### config.mk
export PLATFORM = sky130hd
export DESIGN_NAME = utf8_name_validator_top
export DESIGN_NICKNAME = d
export VERILOG_FILES = /design/src/rtl/u8nv_pkg.sv /design/src/rtl/u8nv_step.sv /design/src/rtl/u8nv_outreg.sv /design/src/rtl/utf8_name_validator_top.sv
export SDC_FILE = /design/constraint.sdc
export NUM_CORES = 1
export LEC_CHECK = 0
export BUFFER_PORTS_ARGS = -buffer_cell sky130_fd_sc_hd__buf_2
export CORE_MARGIN = 4
export CORE_UTILIZATION = 58
export CTS_BUF_LIST = sky130_fd_sc_hd__clkbuf_8
export CTS_CLUSTER_SIZE = 12
export DETAILED_ROUTE_END_ITERATION = 8
export PLACE_DENSITY = 0.81
export SLEW_MARGIN = 0
export SYNTH_ARGS = -nofsm -noshare
export SYNTH_HDL_FRONTEND = slang
export SYNTH_SLANG_ARGS = --single-unit
### constraint.sdc
create_clock -name clk_i -period 2.8 [get_ports clk_i]
set_input_delay 0 -clock clk_i [delete_from_list [all_inputs] [get_ports clk_i]]
set_output_delay 0 -clock clk_i [all_outputs]
set_load 0.1 [all_outputs]
### src/rtl/u8nv_pkg.sv
// Package for the UTF-8 name validator: constants, decoder state and verdict types.
// Has no dependencies; every other file of the block uses it.
`default_nettype none

package u8nv_pkg;

  // Longest name that is still accepted, in bytes.
  localparam int NAME_MAX_BYTES = 63;

  // The byte counter holds values up to NAME_MAX_BYTES + 1.
  localparam int CNT_W = $clog2(NAME_MAX_BYTES + 2);
  // Width of the reported length field.
  localparam int LEN_W = 7;

  // Byte codes used by the decoder.
  localparam logic [7:0] BYTE_TERM      = 8'h00;
  localparam logic [7:0] ASCII_MAX      = 8'h7F;
  localparam logic [7:0] CONT_MASK      = 8'hC0;
  localparam logic [7:0] CONT_TAG       = 8'h80;
  localparam logic [7:0] CONT_LO        = 8'h80;
  localparam logic [7:0] CONT_HI        = 8'hBF;
  localparam logic [7:0] CONT_LO_AFT_E0 = 8'hA0;
  localparam logic [7:0] CONT_HI_AFT_ED = 8'h9F;
  localparam logic [7:0] CONT_LO_AFT_F0 = 8'h90;
  localparam logic [7:0] CONT_HI_AFT_F4 = 8'h8F;
  localparam logic [7:0] LEAD2_LO       = 8'hC2;
  localparam logic [7:0] LEAD2_HI       = 8'hDF;
  localparam logic [7:0] LEAD3_LO       = 8'hE0;
  localparam logic [7:0] LEAD3_HI       = 8'hEF;
  localparam logic [7:0] LEAD3_SURR     = 8'hED;
  localparam logic [7:0] LEAD4_LO       = 8'hF0;
  localparam logic [7:0] LEAD4_HI       = 8'hF4;

  // Allowed range of the next continuation byte.
  typedef enum logic [2:0] {
    CLS_NORMAL   = 3'd0,
    CLS_AFTER_E0 = 3'd1,
    CLS_AFTER_ED = 3'd2,
    CLS_AFTER_F0 = 3'd3,
    CLS_AFTER_F4 = 3'd4
  } range_cls_e;

  typedef struct packed {
    logic [1:0]       pend;
    range_cls_e       cls;
    logic             err;
    logic [CNT_W-1:0] cnt;
  } dec_state_t;

  typedef struct packed {
    logic             ok;
    logic [LEN_W-1:0] len;
  } verdict_t;

  localparam dec_state_t DEC_STATE_RESET = '{
    pend: 2'd0,
    cls:  CLS_NORMAL,
    err:  1'b0,
    cnt:  '0
  };

endpackage

`default_nettype wire

### src/rtl/u8nv_step.sv
// Next-state and verdict logic of the UTF-8 name decoder for one byte.
// Depends on u8nv_pkg.
`default_nettype none

module u8nv_step (
  input  var u8nv_pkg::dec_state_t cur_i,
  input  wire logic [7:0]          byte_i,
  output u8nv_pkg::dec_state_t     nxt_o,
  output u8nv_pkg::verdict_t       verdict_o
);

  logic                                          cont_ok;
  logic                                          cnt_ok;
  logic [u8nv_pkg::CNT_W+u8nv_pkg::LEN_W-1:0]    cnt_ext;

  always_comb begin
    case (cur_i.cls)
      u8nv_pkg::CLS_AFTER_E0:
        cont_ok = (byte_i >= u8nv_pkg::CONT_LO_AFT_E0) && (byte_i <= u8nv_pkg::CONT_HI);
      u8nv_pkg::CLS_AFTER_ED:
        cont_ok = (byte_i >= u8nv_pkg::CONT_LO) && (byte_i <= u8nv_pkg::CONT_HI_AFT_ED);
      u8nv_pkg::CLS_AFTER_F0:
        cont_ok = (byte_i >= u8nv_pkg::CONT_LO_AFT_F0) && (byte_i <= u8nv_pkg::CONT_HI);
      u8nv_pkg::CLS_AFTER_F4:
        cont_ok = (byte_i >= u8nv_pkg::CONT_LO) && (byte_i <= u8nv_pkg::CONT_HI_AFT_F4);
      default:
        cont_ok = (byte_i & u8nv_pkg::CONT_MASK) == u8nv_pkg::CONT_TAG;
    endcase
  end

  assign cnt_ok = cur_i.cnt <= u8nv_pkg::CNT_W'(u8nv_pkg::NAME_MAX_BYTES);

  always_comb begin
    nxt_o = cur_i;
    if (byte_i == u8nv_pkg::BYTE_TERM) begin
      nxt_o = u8nv_pkg::DEC_STATE_RESET;
    end else begin
      if (cnt_ok) begin
        nxt_o.cnt = cur_i.cnt + u8nv_pkg::CNT_W'(1);
      end
      nxt_o.cls = u8nv_pkg::CLS_NORMAL;
      if (cur_i.pend != 2'd0) begin
        // A rejected continuation drops the open sequence without re-decoding it.
        if (!cont_ok) begin
          nxt_o.err  = 1'b1;
          nxt_o.pend = 2'd0;
        end else begin
          nxt_o.pend = cur_i.pend - 2'd1;
        end
      end else if (byte_i <= u8nv_pkg::ASCII_MAX) begin
        nxt_o.pend = 2'd0;
      end else if ((byte_i >= u8nv_pkg::LEAD2_LO) && (byte_i <= u8nv_pkg::LEAD2_HI)) begin
        nxt_o.pend = 2'd1;
      end else if ((byte_i >= u8nv_pkg::LEAD3_LO) && (byte_i <= u8nv_pkg::LEAD3_HI)) begin
        nxt_o.pend = 2'd2;
        if (byte_i == u8nv_pkg::LEAD3_LO) begin
          nxt_o.cls = u8nv_pkg::CLS_AFTER_E0;
        end else if (byte_i == u8nv_pkg::LEAD3_SURR) begin
          nxt_o.cls = u8nv_pkg::CLS_AFTER_ED;
        end
      end else if ((byte_i >= u8nv_pkg::LEAD4_LO) && (byte_i <= u8nv_pkg::LEAD4_HI)) begin
        nxt_o.pend = 2'd3;
        if (byte_i == u8nv_pkg::LEAD4_LO) begin
          nxt_o.cls = u8nv_pkg::CLS_AFTER_F0;
        end else if (byte_i == u8nv_pkg::LEAD4_HI) begin
          nxt_o.cls = u8nv_pkg::CLS_AFTER_F4;
        end
      end else begin
        nxt_o.err = 1'b1;
      end
    end
  end

  assign cnt_ext       = {u8nv_pkg::LEN_W'(0), cur_i.cnt};
  assign verdict_o.ok  = !cur_i.err && (cur_i.pend == 2'd0) && cnt_ok;
  assign verdict_o.len = cnt_ext[u8nv_pkg::LEN_W-1:0];

endmodule

`default_nettype wire

### src/rtl/u8nv_outreg.sv
// Result register of the UTF-8 name validator with its valid flag.
// Depends on u8nv_pkg.
`default_nettype none

module u8nv_outreg (
  input  wire logic               clk_i,
  input  wire logic               rst_ni,
  input  wire logic               load_i,
  input  var u8nv_pkg::verdict_t  verdict_i,
  input  wire logic               out_ready_i,
  output logic                    out_valid_o,
  output u8nv_pkg::verdict_t      verdict_o
);

  logic               valid_q, valid_d;
  u8nv_pkg::verdict_t verdict_q;

  // The loader only loads when the register is empty or being drained.
  always_comb begin
    valid_d = valid_q;
    if (load_i) begin
      valid_d = 1'b1;
    end else if (out_ready_i) begin
      valid_d = 1'b0;
    end
  end

  always_ff @(posedge clk_i or negedge rst_ni) begin
    if (!rst_ni) begin
      valid_q <= 1'b0;
    end else begin
      valid_q <= valid_d;
    end
  end

  always_ff @(posedge clk_i) begin
    if (load_i) begin
      verdict_q <= verdict_i;
    end
  end

  assign out_valid_o = valid_q;
  assign verdict_o   = verdict_q;

endmodule

`default_nettype wire

### src/rtl/utf8_name_validator_top.sv
// Top level of the UTF-8 name validator: input register, decoder state, result register.
// Depends on u8nv_pkg, u8nv_step and u8nv_outreg.
//
//   Channel | Handshake                 | Payload
//   --------+---------------------------+------------------------------
//   in      | in_valid_i / in_ready_o   | byte_value_i[7:0]
//   out     | out_valid_o / out_ready_i | name_ok_o, name_length_o[6:0]
//
// One byte is taken per cycle while in_ready_o is high. A byte is held in the input register
// and then updates the decoder state; a terminator also loads the verdict into the result
// register as it leaves the input register. Reset clears the input register's valid flag,
// the decoder state and the result valid flag. A stall on the output holds back only a
// terminator; ordinary bytes keep flowing until a terminator waits in the input register.
`default_nettype none

module utf8_name_validator_top (
  input  wire logic       clk_i,
  input  wire logic       rst_ni,
  input  wire logic       in_valid_i,
  output logic            in_ready_o,
  input  wire logic [7:0] byte_value_i,
  output logic            out_valid_o,
  input  wire logic       out_ready_i,
  output logic            name_ok_o,
  output logic [6:0]      name_length_o
);

  // Input register stage.
  logic       s1_valid_q, s1_valid_d;
  logic [7:0] s1_byte_q;
  logic       s1_term;
  logic       s1_adv;
  logic       in_xfer;

  // Decoder state, updated once per byte leaving the input register.
  u8nv_pkg::dec_state_t state_q, state_d;
  u8nv_pkg::verdict_t   verdict;
  u8nv_pkg::verdict_t   out_verdict;
  logic                 load_result;

  assign s1_term = s1_byte_q == u8nv_pkg::BYTE_TERM;

  // A terminator may leave only when the result register can take its verdict.
  assign s1_adv     = s1_valid_q && (!s1_term || !out_valid_o || out_ready_i);
  assign in_ready_o = !s1_valid_q || s1_adv;
  assign in_xfer    = in_valid_i && in_ready_o;

  always_comb begin
    s1_valid_d = s1_valid_q;
    if (in_xfer) begin
      s1_valid_d = 1'b1;
    end else if (s1_adv) begin
      s1_valid_d = 1'b0;
    end
  end

  always_ff @(posedge clk_i or negedge rst_ni) begin
    if (!rst_ni) begin
      s1_valid_q <= 1'b0;
    end else begin
      s1_valid_q <= s1_valid_d;
    end
  end

  always_ff @(posedge clk_i) begin
    if (in_xfer) begin
      s1_byte_q <= byte_value_i;
    end
  end

  u8nv_step u_step (
    .cur_i     (state_q),
    .byte_i    (s1_byte_q),
    .nxt_o     (state_d),
    .verdict_o (verdict)
  );

  always_ff @(posedge clk_i or negedge rst_ni) begin
    if (!rst_ni) begin
      state_q <= u8nv_pkg::DEC_STATE_RESET;
    end else if (s1_adv) begin
      state_q <= state_d;
    end
  end

  assign load_result = s1_adv && s1_term;

  u8nv_outreg u_outreg (
    .clk_i       (clk_i),
    .rst_ni      (rst_ni),
    .load_i      (load_result),
    .verdict_i   (verdict),
    .out_ready_i (out_ready_i),
    .out_valid_o (out_valid_o),
    .verdict_o   (out_verdict)
  );

  assign name_ok_o     = out_verdict.ok;
  assign name_length_o = out_verdict.len;

  // A narrowed continuation range only exists while a sequence is open.
  assert property (@(posedge clk_i) disable iff (!rst_ni)
    (state_q.cls != u8nv_pkg::CLS_NORMAL) |-> (state_q.pend != 2'd0))
    else $error("narrowed range class without an open sequence");

  // The byte counter never passes its saturation value.
  assert property (@(posedge clk_i) disable iff (!rst_ni)
    state_q.cnt <= u8nv_pkg::CNT_W'(u8nv_pkg::NAME_MAX_BYTES + 1))
    else $error("byte counter beyond saturation");

  // A terminator that leaves the input register yields a verdict and clears the name.
  assert property (@(posedge clk_i) disable iff (!rst_ni)
    load_result |=> (out_valid_o && (state_q.cnt == '0) && !state_q.err))
    else $error("terminator did not produce a verdict or clear the state");

  // A verdict that reports success never carries an over-long count.
  assert property (@(posedge clk_i) disable iff (!rst_ni)
    (load_result && verdict.ok) |->
      (state_q.cnt <= u8nv_pkg::CNT_W'(u8nv_pkg::NAME_MAX_BYTES)))
    else $error("accepted name longer than the limit");

endmodule

`default_nettype wire

==> results of run 1 <==
final timing paths:
kind                       slack (ps)                   start                                to
min                               120             out_ready_i  u_outreg.out_valid_o$_DFFE_PN0P_
min in group asynchronous         170                  rst_ni           state_q[11]$_DFFE_PN0P_
max                               450  s1_byte_q[4]$_DFFE_PP_                        in_ready_o
max in group asynchronous        2360                  rst_ni           state_q[12]$_DFFE_PN0P_
max reg2reg                       470  s1_byte_q[4]$_DFFE_PP_            s1_byte_q[1]$_DFFE_PP_
min reg2reg                       510  state_q[5]$_DFFE_PN0P_   u_outreg.verdict_o[5]$_DFFE_PP_
flip-flops by register name, indices dropped and copies added, names as in the netlist:
signal and flops:
s1_byte_q 8, s1_valid_q 1, state_q 13, u_outreg.out_valid_o 1, u_outreg.verdict_o 8
per-layer routing:
layer / wire length (um) / global-route usage / vias to the layer above
li1: - / - / 566
met5: 0 / 0 / -
met3: 246 / 0.0680 / 14
met1: 1230 / 0.231 / 586
met4: 72 / 0.0894 / 0
met2: 1630 / 0.367 / 67
per-stage QoR:
step	instance area [um2]	hold WS, ps	setup WS, ps	util
floorplan	1470	-296	395	-
global placement	1610	-77.3	614	0.693
detailed placement	1610	-65.1	554	0.693
CTS	1790	92.8	489	0.771
global route	1790	159	335	0.771
finish	1790	120	447	0.771
worst max-delay path: cells and delay by family, from the launching register on:
family / cells / cell delay [ps]
buffers and inverters: 1 / 300
DFF: 1 / 460
and+or+nand+nor: 4 / 1320
what timing repair did:
| item | in CTS | in global routing |
|---|---|---|
| hold buffers | 10 | 0 |
| buffers inserted | 0 | 0 |
| hold endpoints to repair | 24 | 0 |
power by group through the flow:
stage	combinational [W]	clock, W	sequential, W
finish	0.000246	0.000311	0.000668
global route	0.000274	0.000351	0.000677
CTS	0.000241	0.000315	0.000662
detailed placement	0.000228	0	0.000670
global placement	0.000219	0	0.000665
floorplan	0.000179	0	0.000644
synthesized netlist by cell type, types with 2 or more instances:
cell type | number | share of area
o21ai_0 | 8 | 0.027
nand3_1 | 4 | 0.014
a31oi_1 | 2 | 0.0085
inv_1 | 6 | 0.015
o21bai_1 | 2 | 0.010
ha_1 | 2 | 0.017
dfrtp_1 | 15 | 0.26
o22ai_1 | 3 | 0.013
nand2_1 | 13 | 0.033
nor4_1 | 2 | 0.0085
edfxtp_1 | 16 | 0.33
nand4_1 | 3 | 0.013
nor3b_1 | 3 | 0.015
nand2b_1 | 4 | 0.017
and3_1 | 3 | 0.013
nor2_1 | 9 | 0.023
a41oi_1 | 3 | 0.018
a22o_1 | 2 | 0.012
a21oi_1 | 3 | 0.010
cell type report:
| cell class | instances | area share |
|---|---|---|
| clock inverter | 3 | 0.00630 |
| inverter | 6 | 0.0126 |
| tap | 28 | 0.0196 |
| sequential | 31 | 0.479 |
| multi-input combinational | 90 | 0.321 |
| timing repair buffer | 33 | 0.123 |
| clock buffer | 5 | 0.0385 |
logic make-up (layout without fill, tap and decap cells):
group                      Yosys count  in the layout
buffers and inverters                8             47
muxes                                1              1
xor gates and xnor gates             1              1
AOI/OAI and AO/OA                   32             32
adders and majority gates            2              2
and+or+nand+nor                     54             54
DFF                                 31             31
==> reports/qor.yml, run 1 <==
power:
  clockPowerShare: 0.254
  switching_share: 0.305
  power_density_nw_per_um2: 685
  seqPwrFrac: 0.546
  p_switching_w: 0.000374
  power_w: 0.00122
  vdd_drop_max_uv: 830
  intPower_w: 0.000851
  pwr-share-comb: 0.201
  power.leakage_nw: 0.750
synth:
  synth_edf_count: 16
  yosys.area_share.adder: 0.0170
  synthArstFlopShare: 0.484
  synth_compound_area_frac: 0.157
  muxShareOfSynthArea: 0.00767
  ys.flop_type: "edfxtp_1"
  synth_top_family_by_area: "simple AND/OR/NAND/NOR gates"
  synth.avg_cell_area_um2: 11.4
  synth_cells: 129
  synth_cell_type_count: 45
  synth_simple_gate_area_share: 0.204
  syn_area_um2: 1470
  ys_seq_elements: 31
  mappedNetlistNets: 143
  yosysWarnings: 0
  ys_seq_area_frac: 0.583
  synth_xor_area_frac: 0.00596
finish:
  fillers: 134
  final_common_cell: "buf_2"
  nets: 181
  num_antenna_cells: 0
  ff_latch_area_um2: 856
  area_delta_synth_final_pct: 21.7
  stdcell_count: 196
  multi_input_area_um2: 574
  drive_gt1_frac: 0.196
  final_cell_mix: "buf_2 (21), edfxtp_1 (16), dfrtp_1 (15), nand2_1 (13), dlygate4sd3_1 (10)"
routing:
  drt-total-wl_um: 3180
  drtAntennaViolNets: 0
  num_vias: 1233
  via_per_inst: 6.29
  wl_per_cell_um: 16.2
  first_pass_iters: 4
  drc: 0
  drtIter0Drc: 44
timing:
  setup-violations-final: 0
  finalSetupTns_ps: 0
  skew_ps: 6.04
  max_clock_freq_mhz: 425
  tightest_slew_ps: 567
  fin_crit_ps: 2350
  period_share: 0.840
  drv_slew: 0
  rsz0062_at_grt: "no"
  slew_headroom: 0.621
  hold_violations: 0
die:
  core_region_area_um2: 2320
  pin_count: 22
  start_util: 0.634
  die_w_um: 58.3
  die_h_um: 58.3
  fp-row-count: 17
  die_area_um2: 3400
clocking:
  clkSinkCount: 31
  cts_tree: "done"
  cts_resized: 0
  worstSkewPairLatency_ps: 270
  htreeDepth: 2
  cts-root-buf: "clkbuf_8"
  cts_buffers: 5
  clk_pin_slew_ps: 60
  cts_buffer_depth: 2
worst_setup_path:
  worstSetupPathType: "register to primary output"
  slowest_stage: "or4_1"
  crit_fanout: 6
  cp.required_ps: 2800
  start_kind: "register"
  worstPathArrival_ps: 2350
  worstSetupEndpointType: "primary output"
  critPathMaxStageDelay_ps: 620
  r2r_cells: 5
  path_cells: "or4_1 -> nor2_1 -> nand2_1 -> or2_2 -> buf_2"
outcome:
  status: "complete, no violations"
global_route:
  first_global_vias: 1184
  grt_overflow: 0
  grt_max_degree: 16
  track_usage: 0.209
  antenna_found_initial: 0
  grt_first_pass_wirelength_um: 5340
placed_design:
  hpwl_um: 2000
  place.port_buffers: 21
  gp_congestion: 0.846
  place_inst: 178
hold_path:
  hold_path_class: "input pin to register"
  hold-path-cell-count: 3
run:
  cap_viol_max_count: 0
No activity file was read; power rests on OpenSTA's default activity.
==> run 2, diff against run 1 <==
- CORE_UTILIZATION: 58 -> 52
- PLACE_DENSITY: 0.81 -> 0.77
- clock period: 2.8 -> 1.9 ns (I/O delays scaled with it)
==> run 2 against run 1 <==
  * Highest routed layer unchanged
  * Final area up 13%
  * Sequential power is 41% higher
  * The run now ends with setup timing left
  * Clock skew grew 1.5 ps
==> reports/qor.yml, run 2 (same netlist as run 1, synthesis figures left out) <==
worst_setup_path:
  worstSetupEndpointType: "primary output"
  critPathMaxStageDelay_ps: 560
  start_kind: "register"
  slowest_stage: "or4_4"
  worstSetupPathType: "register to primary output"
  crit_fanout: 3
  worstPathArrival_ps: 1970
  cp.required_ps: 1900
  path_cells: "or4_4 -> buf_6 -> nor2_4 -> nand2_2 -> or2_4 -> buf_12"
finish:
  drive_gt1_frac: 0.337
  largest-register: "state_q"
  stdcell_count: 218
  area_delta_synth_final_pct: 37.1
  final_common_cell: "buf_2"
  num_antenna_cells: 0
  final_cell_mix: "buf_2 (20), buf_4 (19), edfxtp_1 (16), dfrtp_1 (14), nand2_1 (11)"
  nets: 200
  largest_register_ffs: 13
  fillers: 177
placed_design:
  pre_cts_ws_ps: -49.2
  gp_congestion: 0.779
  place_inst: 196
  hpwl_um: 2190
  place.port_buffers: 21
die:
  die_h_um: 61.2
  core_region_area_um2: 2730
  fp-row-count: 19
  start_util: 0.537
  pin_count: 22
  die_w_um: 61.2
  die_area_um2: 3740
timing:
  fin_crit_ps: 1970
  rsz0062_at_grt: "yes"
  hold_violations: 0
  tightest_slew_ps: 556
  period_share: 1.04
  drv_slew: 0
  worst_slack_ps: -74.3
  setup-violations-final: 14
  slew_headroom: 0.629
  max_clock_freq_mhz: 507
  fin_hold_ws_ps: 45.9
  skew_ps: 7.51
  finalSetupTns_ps: -627
global_route:
  grt_first_pass_wirelength_um: 5090
  antenna_found_initial: 0
  grt_max_degree: 16
  first_global_vias: 1190
  grt_overflow: 0
  track_usage: 0.192
outcome:
  status: "complete, but fails checks"
  violations: "setup timing"
power:
  power.leakage_nw: 0.862
  vdd_drop_max_uv: 745
  power_density_nw_per_um2: 956
  power_w: 0.00193
clocking:
  cts_buffers: 5
  cts_tree: "done"
  clkSinkCount: 31
  clk_pin_slew_ps: 70
  cts-root-buf: "clkbuf_8"
  cts_buffer_depth: 2
  worstSkewPairLatency_ps: 280
  htreeDepth: 2
routing:
  num_vias: 1249
  via_per_inst: 5.73
  drt-total-wl_um: 3210
  wl_per_cell_um: 14.7
  drtIter0Drc: 36
  drtAntennaViolNets: 0
  first_pass_iters: 4
  drc: 0
hold_path:
  hold_path_class: "input pin to register"
run:
  cap_viol_max_count: 0
[run 2: cell types whose count changed in the layout (fill, tap and decap cells not counted), moves of 2 or more]
cell     previous run  this run
buf_4               2        19
buf_6               0         2
inv_1               9         7
nand2_1            13        11
nand2_2             0         2
nor2_1              9         7
nor2_4              0         2
or2_4               0         2
[run 2: repair_timing]
action                                  CTS  global route
hold buffers                             10             0
setup buffers                             1             3
pin swaps                                 3             1
resized for setup                         6             6
gates cloned                              0             0
endpoints found under the setup margin   14            26
endpoints found under the hold margin    24             0
[run 2: area by class of cell]
cell class / instances / area [um2] / area share
clock inverters: 2 / 7.51 / 0.00373
flip-flops and latches: 31 / 857 / 0.426
clock buffers: 6 / 82.6 / 0.0410
well taps: 31 / 38.8 / 0.0193
multi-input cells: 90 / 619 / 0.308
repair buffers: 52 / 385 / 0.191
inverters: 6 / 22.5 / 0.0112
[run 2: worst max-delay path: cells and delay by family, from the launching register on]
kind / cells / cell delay, ps
AND/OR/NAND/NOR: 4 / 990
flip-flops: 1 / 390
buffers and inverters: 2 / 320
[run 2: path summary, 6_finish.rpt]
path / startpoint / to / slack [ps] / cells past startpoint
worst max register to register: s1_byte_q[1]$_DFFE_PP_ / s1_byte_q[2]$_DFFE_PP_ / -60 / 6
worst min register to register: state_q[5]$_DFFE_PN0P_ / u_outreg.verdict_o[5]$_DFFE_PP_ / 510 / 0
worst max-delay path: s1_byte_q[1]$_DFFE_PP_ / in_ready_o / -70 / 6
min in group asynchronous: rst_ni / state_q[8]$_DFFE_PN0P_ / 160 / 2
worst min-delay path: out_ready_i / u_outreg.out_valid_o$_DFFE_PN0P_ / 50 / 3
max in group asynchronous: rst_ni / u_outreg.out_valid_o$_DFFE_PN0P_ / 1470 / 2
[run 2: through the flow]
step	utilization	cell area, um2
6_report	0.736	2010
5_1_grt	0.736	2010
4_1_cts	0.720	1970
3_5_place_dp	0.640	1750
3_3_place_gp	0.640	1750
2_1_floorplan	-	1500
[run 2: report_power, final]
group / switching (W) / leakage, nW / total [W] / internal, W
clock network: 0.000236 / 0.0500 / 0.000520 / 0.000284
logic: 0.000237 / 0.476 / 0.000462 / 0.000225
registers: 0.000104 / 0.336 / 0.000943 / 0.000839
total: 0.000577 / 0.862 / 0.00193 / 0.00135
[run 2: metal layers]
metal / wire length (um) / GRT usage
met5: 0 / 0
met4: 133 / 0.111
met3: 175 / 0.0440
met2: 1660 / 0.366
met1: 1240 / 0.186
==> run 3, diff against run 2 <==
- RECOVER_POWER: unset -> 25
==> run 3 against run 2 <==
  * The run still ends with setup timing left
  * Worst hold slack about the same
  * Cell count unchanged
  * Die area unchanged
  * Sequential power about the same
  * Core utilization about the same
  * Combinational power about the same
  * Total power about the same
  * Largest cell class unchanged
  * Clock-buffer cell count unchanged
  * Clock skew about the same
  * Wire length decreased by 0.16%
==> reports/qor.yml, run 3 (same netlist as run 1, synthesis figures left out) <==
routing:
  num_vias: 1245
  drtAntennaViolNets: 0
  drtIter0Drc: 36
  wl_per_cell_um: 14.7
  via_per_inst: 5.71
  first_pass_iters: 4
  drc: 0
  drt-total-wl_um: 3210
finish:
  largest_register_ffs: 13
  num_antenna_cells: 0
  area_delta_synth_final_pct: 37.0
  final_core_util: 0.736
  final_cell_mix: "buf_2 (19), buf_4 (19), edfxtp_1 (16), dfrtp_1 (14), nand2_1 (11)"
  fin_area_um2: 2010
  drive_gt1_frac: 0.332
  fillers: 176
  nets: 200
  largest-register: "state_q"
clocking:
  cts_buffers: 5
  cts-root-buf: "clkbuf_8"
  cts_tree: "done"
  cts_buffer_depth: 2
  worstSkewPairLatency_ps: 280
  htreeDepth: 2
  clkSinkCount: 31
  clk_pin_slew_ps: 70
die:
  pin_count: 22
  die_area_um2: 3740
  start_util: 0.537
  fp-row-count: 19
  die_h_um: 61.2
  die_w_um: 61.2
  core_region_area_um2: 2730
timing:
  setup-violations-final: 18
  rsz0062_at_grt: "yes"
  drv_slew: 0
  tightest_slew_ps: 825
  hold_violations: 0
  worst_slack_ps: -74.8
  skew_ps: 7.50
  slew_headroom: 0.450
  fin_crit_ps: 1970
  period_share: 1.04
  max_clock_freq_mhz: 506
global_route:
  track_usage: 0.192
  antenna_found_initial: 0
  first_global_vias: 1190
  grt_max_degree: 16
  grt_overflow: 0
  grt_first_pass_wirelength_um: 5090
hold_path:
  hold_path_class: "input pin to register"
power:
  power_density_nw_per_um2: 957
  power.leakage_nw: 0.859
  pwr-share-comb: 0.240
  vdd_drop_max_uv: 745
  intPower_w: 0.00135
  switching_share: 0.300
  clockPowerShare: 0.270
  p_switching_w: 0.000577
  seqPwrFrac: 0.490
  power_w: 0.00192
worst_setup_path:
  cp.required_ps: 1900
  worstSetupEndpointType: "primary output"
  start_kind: "register"
  worstPathArrival_ps: 1970
  worstSetupPathType: "register to primary output"
  crit_fanout: 3
placed_design:
  placed_cell_area_um2: 1750
  hpwl_um: 2190
  place.port_buffers: 21
  gp_congestion: 0.779
outcome:
  status: "complete, but fails checks"
  violations: "setup timing"
run:
  cap_viol_max_count: 0
-- run 3: stage by stage --
stage	hold slack, ps	setup TNS [ps]	std cells	setup WS, ps
global placement	-73.8	0	196	6.25
CTS	42.7	-411	215	-56.2
floorplan	-296	-1320	129	-146
global route	68.2	-1850	218	-129
detailed placement	-73.3	-443	196	-49.2
finish	45.7	-638	218	-74.8
-- run 3: critical path, stage by stage, from the launching register on --
cell,delay [ps]
edfxtp_1,390
or4_4,560
buf_6,150
nor2_4,90
nand2_2,70
or2_4,270
buf_12,170
-- run 3: layer usage --
metal / GRT usage / vias up / routed length [um]
met4: 0.111 / 0 / 96
met3: 0.0440 / 11 / 176
li1: - / 607 / -
met2: 0.366 / 48 / 1690
met1: 0.186 / 579 / 1240
met5: 0 / - / 0
-- run 3: path summary, 6_finish.rpt --
kind / startpoint / end / slack [ps] / cells after the start
worst max-delay path: s1_byte_q[1]$_DFFE_PP_ / in_ready_o / -70 / 6
min in group asynchronous: rst_ni / state_q[8]$_DFFE_PN0P_ / 330 / 2
worst max register to register: s1_byte_q[1]$_DFFE_PP_ / s1_byte_q[2]$_DFFE_PP_ / -60 / 6
worst min-delay path: out_ready_i / u_outreg.out_valid_o$_DFFE_PN0P_ / 50 / 3
worst min register to register: state_q[5]$_DFFE_PN0P_ / u_outreg.verdict_o[5]$_DFFE_PP_ / 510 / 0
max in group asynchronous: rst_ni / u_outreg.out_valid_o$_DFFE_PN0P_ / 1010 / 2
-- run 3: power groups by stage --
stage / logic (W) / registers [W] / clock network (W)
floorplan: 0.000268 / 0.000949 / 0
global placement: 0.000409 / 0.000940 / 0
detailed placement: 0.000427 / 0.000952 / 0
CTS: 0.000445 / 0.000939 / 0.000525
global route: 0.000510 / 0.000959 / 0.000562
finish: 0.000461 / 0.000943 / 0.000520
-- run 3: cell type report --
| cell class | instances | area (um2) | area share |
|---|---|---|---|
| clock inverters | 2 | 7.51 | 0.00373 |
| multi-input cells | 90 | 619 | 0.308 |
| inverters | 6 | 22.5 | 0.0112 |
| clock buffers | 6 | 82.6 | 0.0410 |
| flip-flops and latches | 31 | 857 | 0.426 |
| well taps | 31 | 38.8 | 0.0193 |
| repair buffers | 52 | 384 | 0.191 |
-- run 3: repair_timing --
| action | 4_1_cts | 5_1_grt |
|---|---|---|
| hold buffers | 10 | 0 |
| setup buffers | 1 | 3 |
| endpoints found under the hold margin | 24 | 0 |
| pin swaps | 3 | 1 |
| resized for setup | 6 | 6 |
| setup endpoints to repair | 14 | 26 |
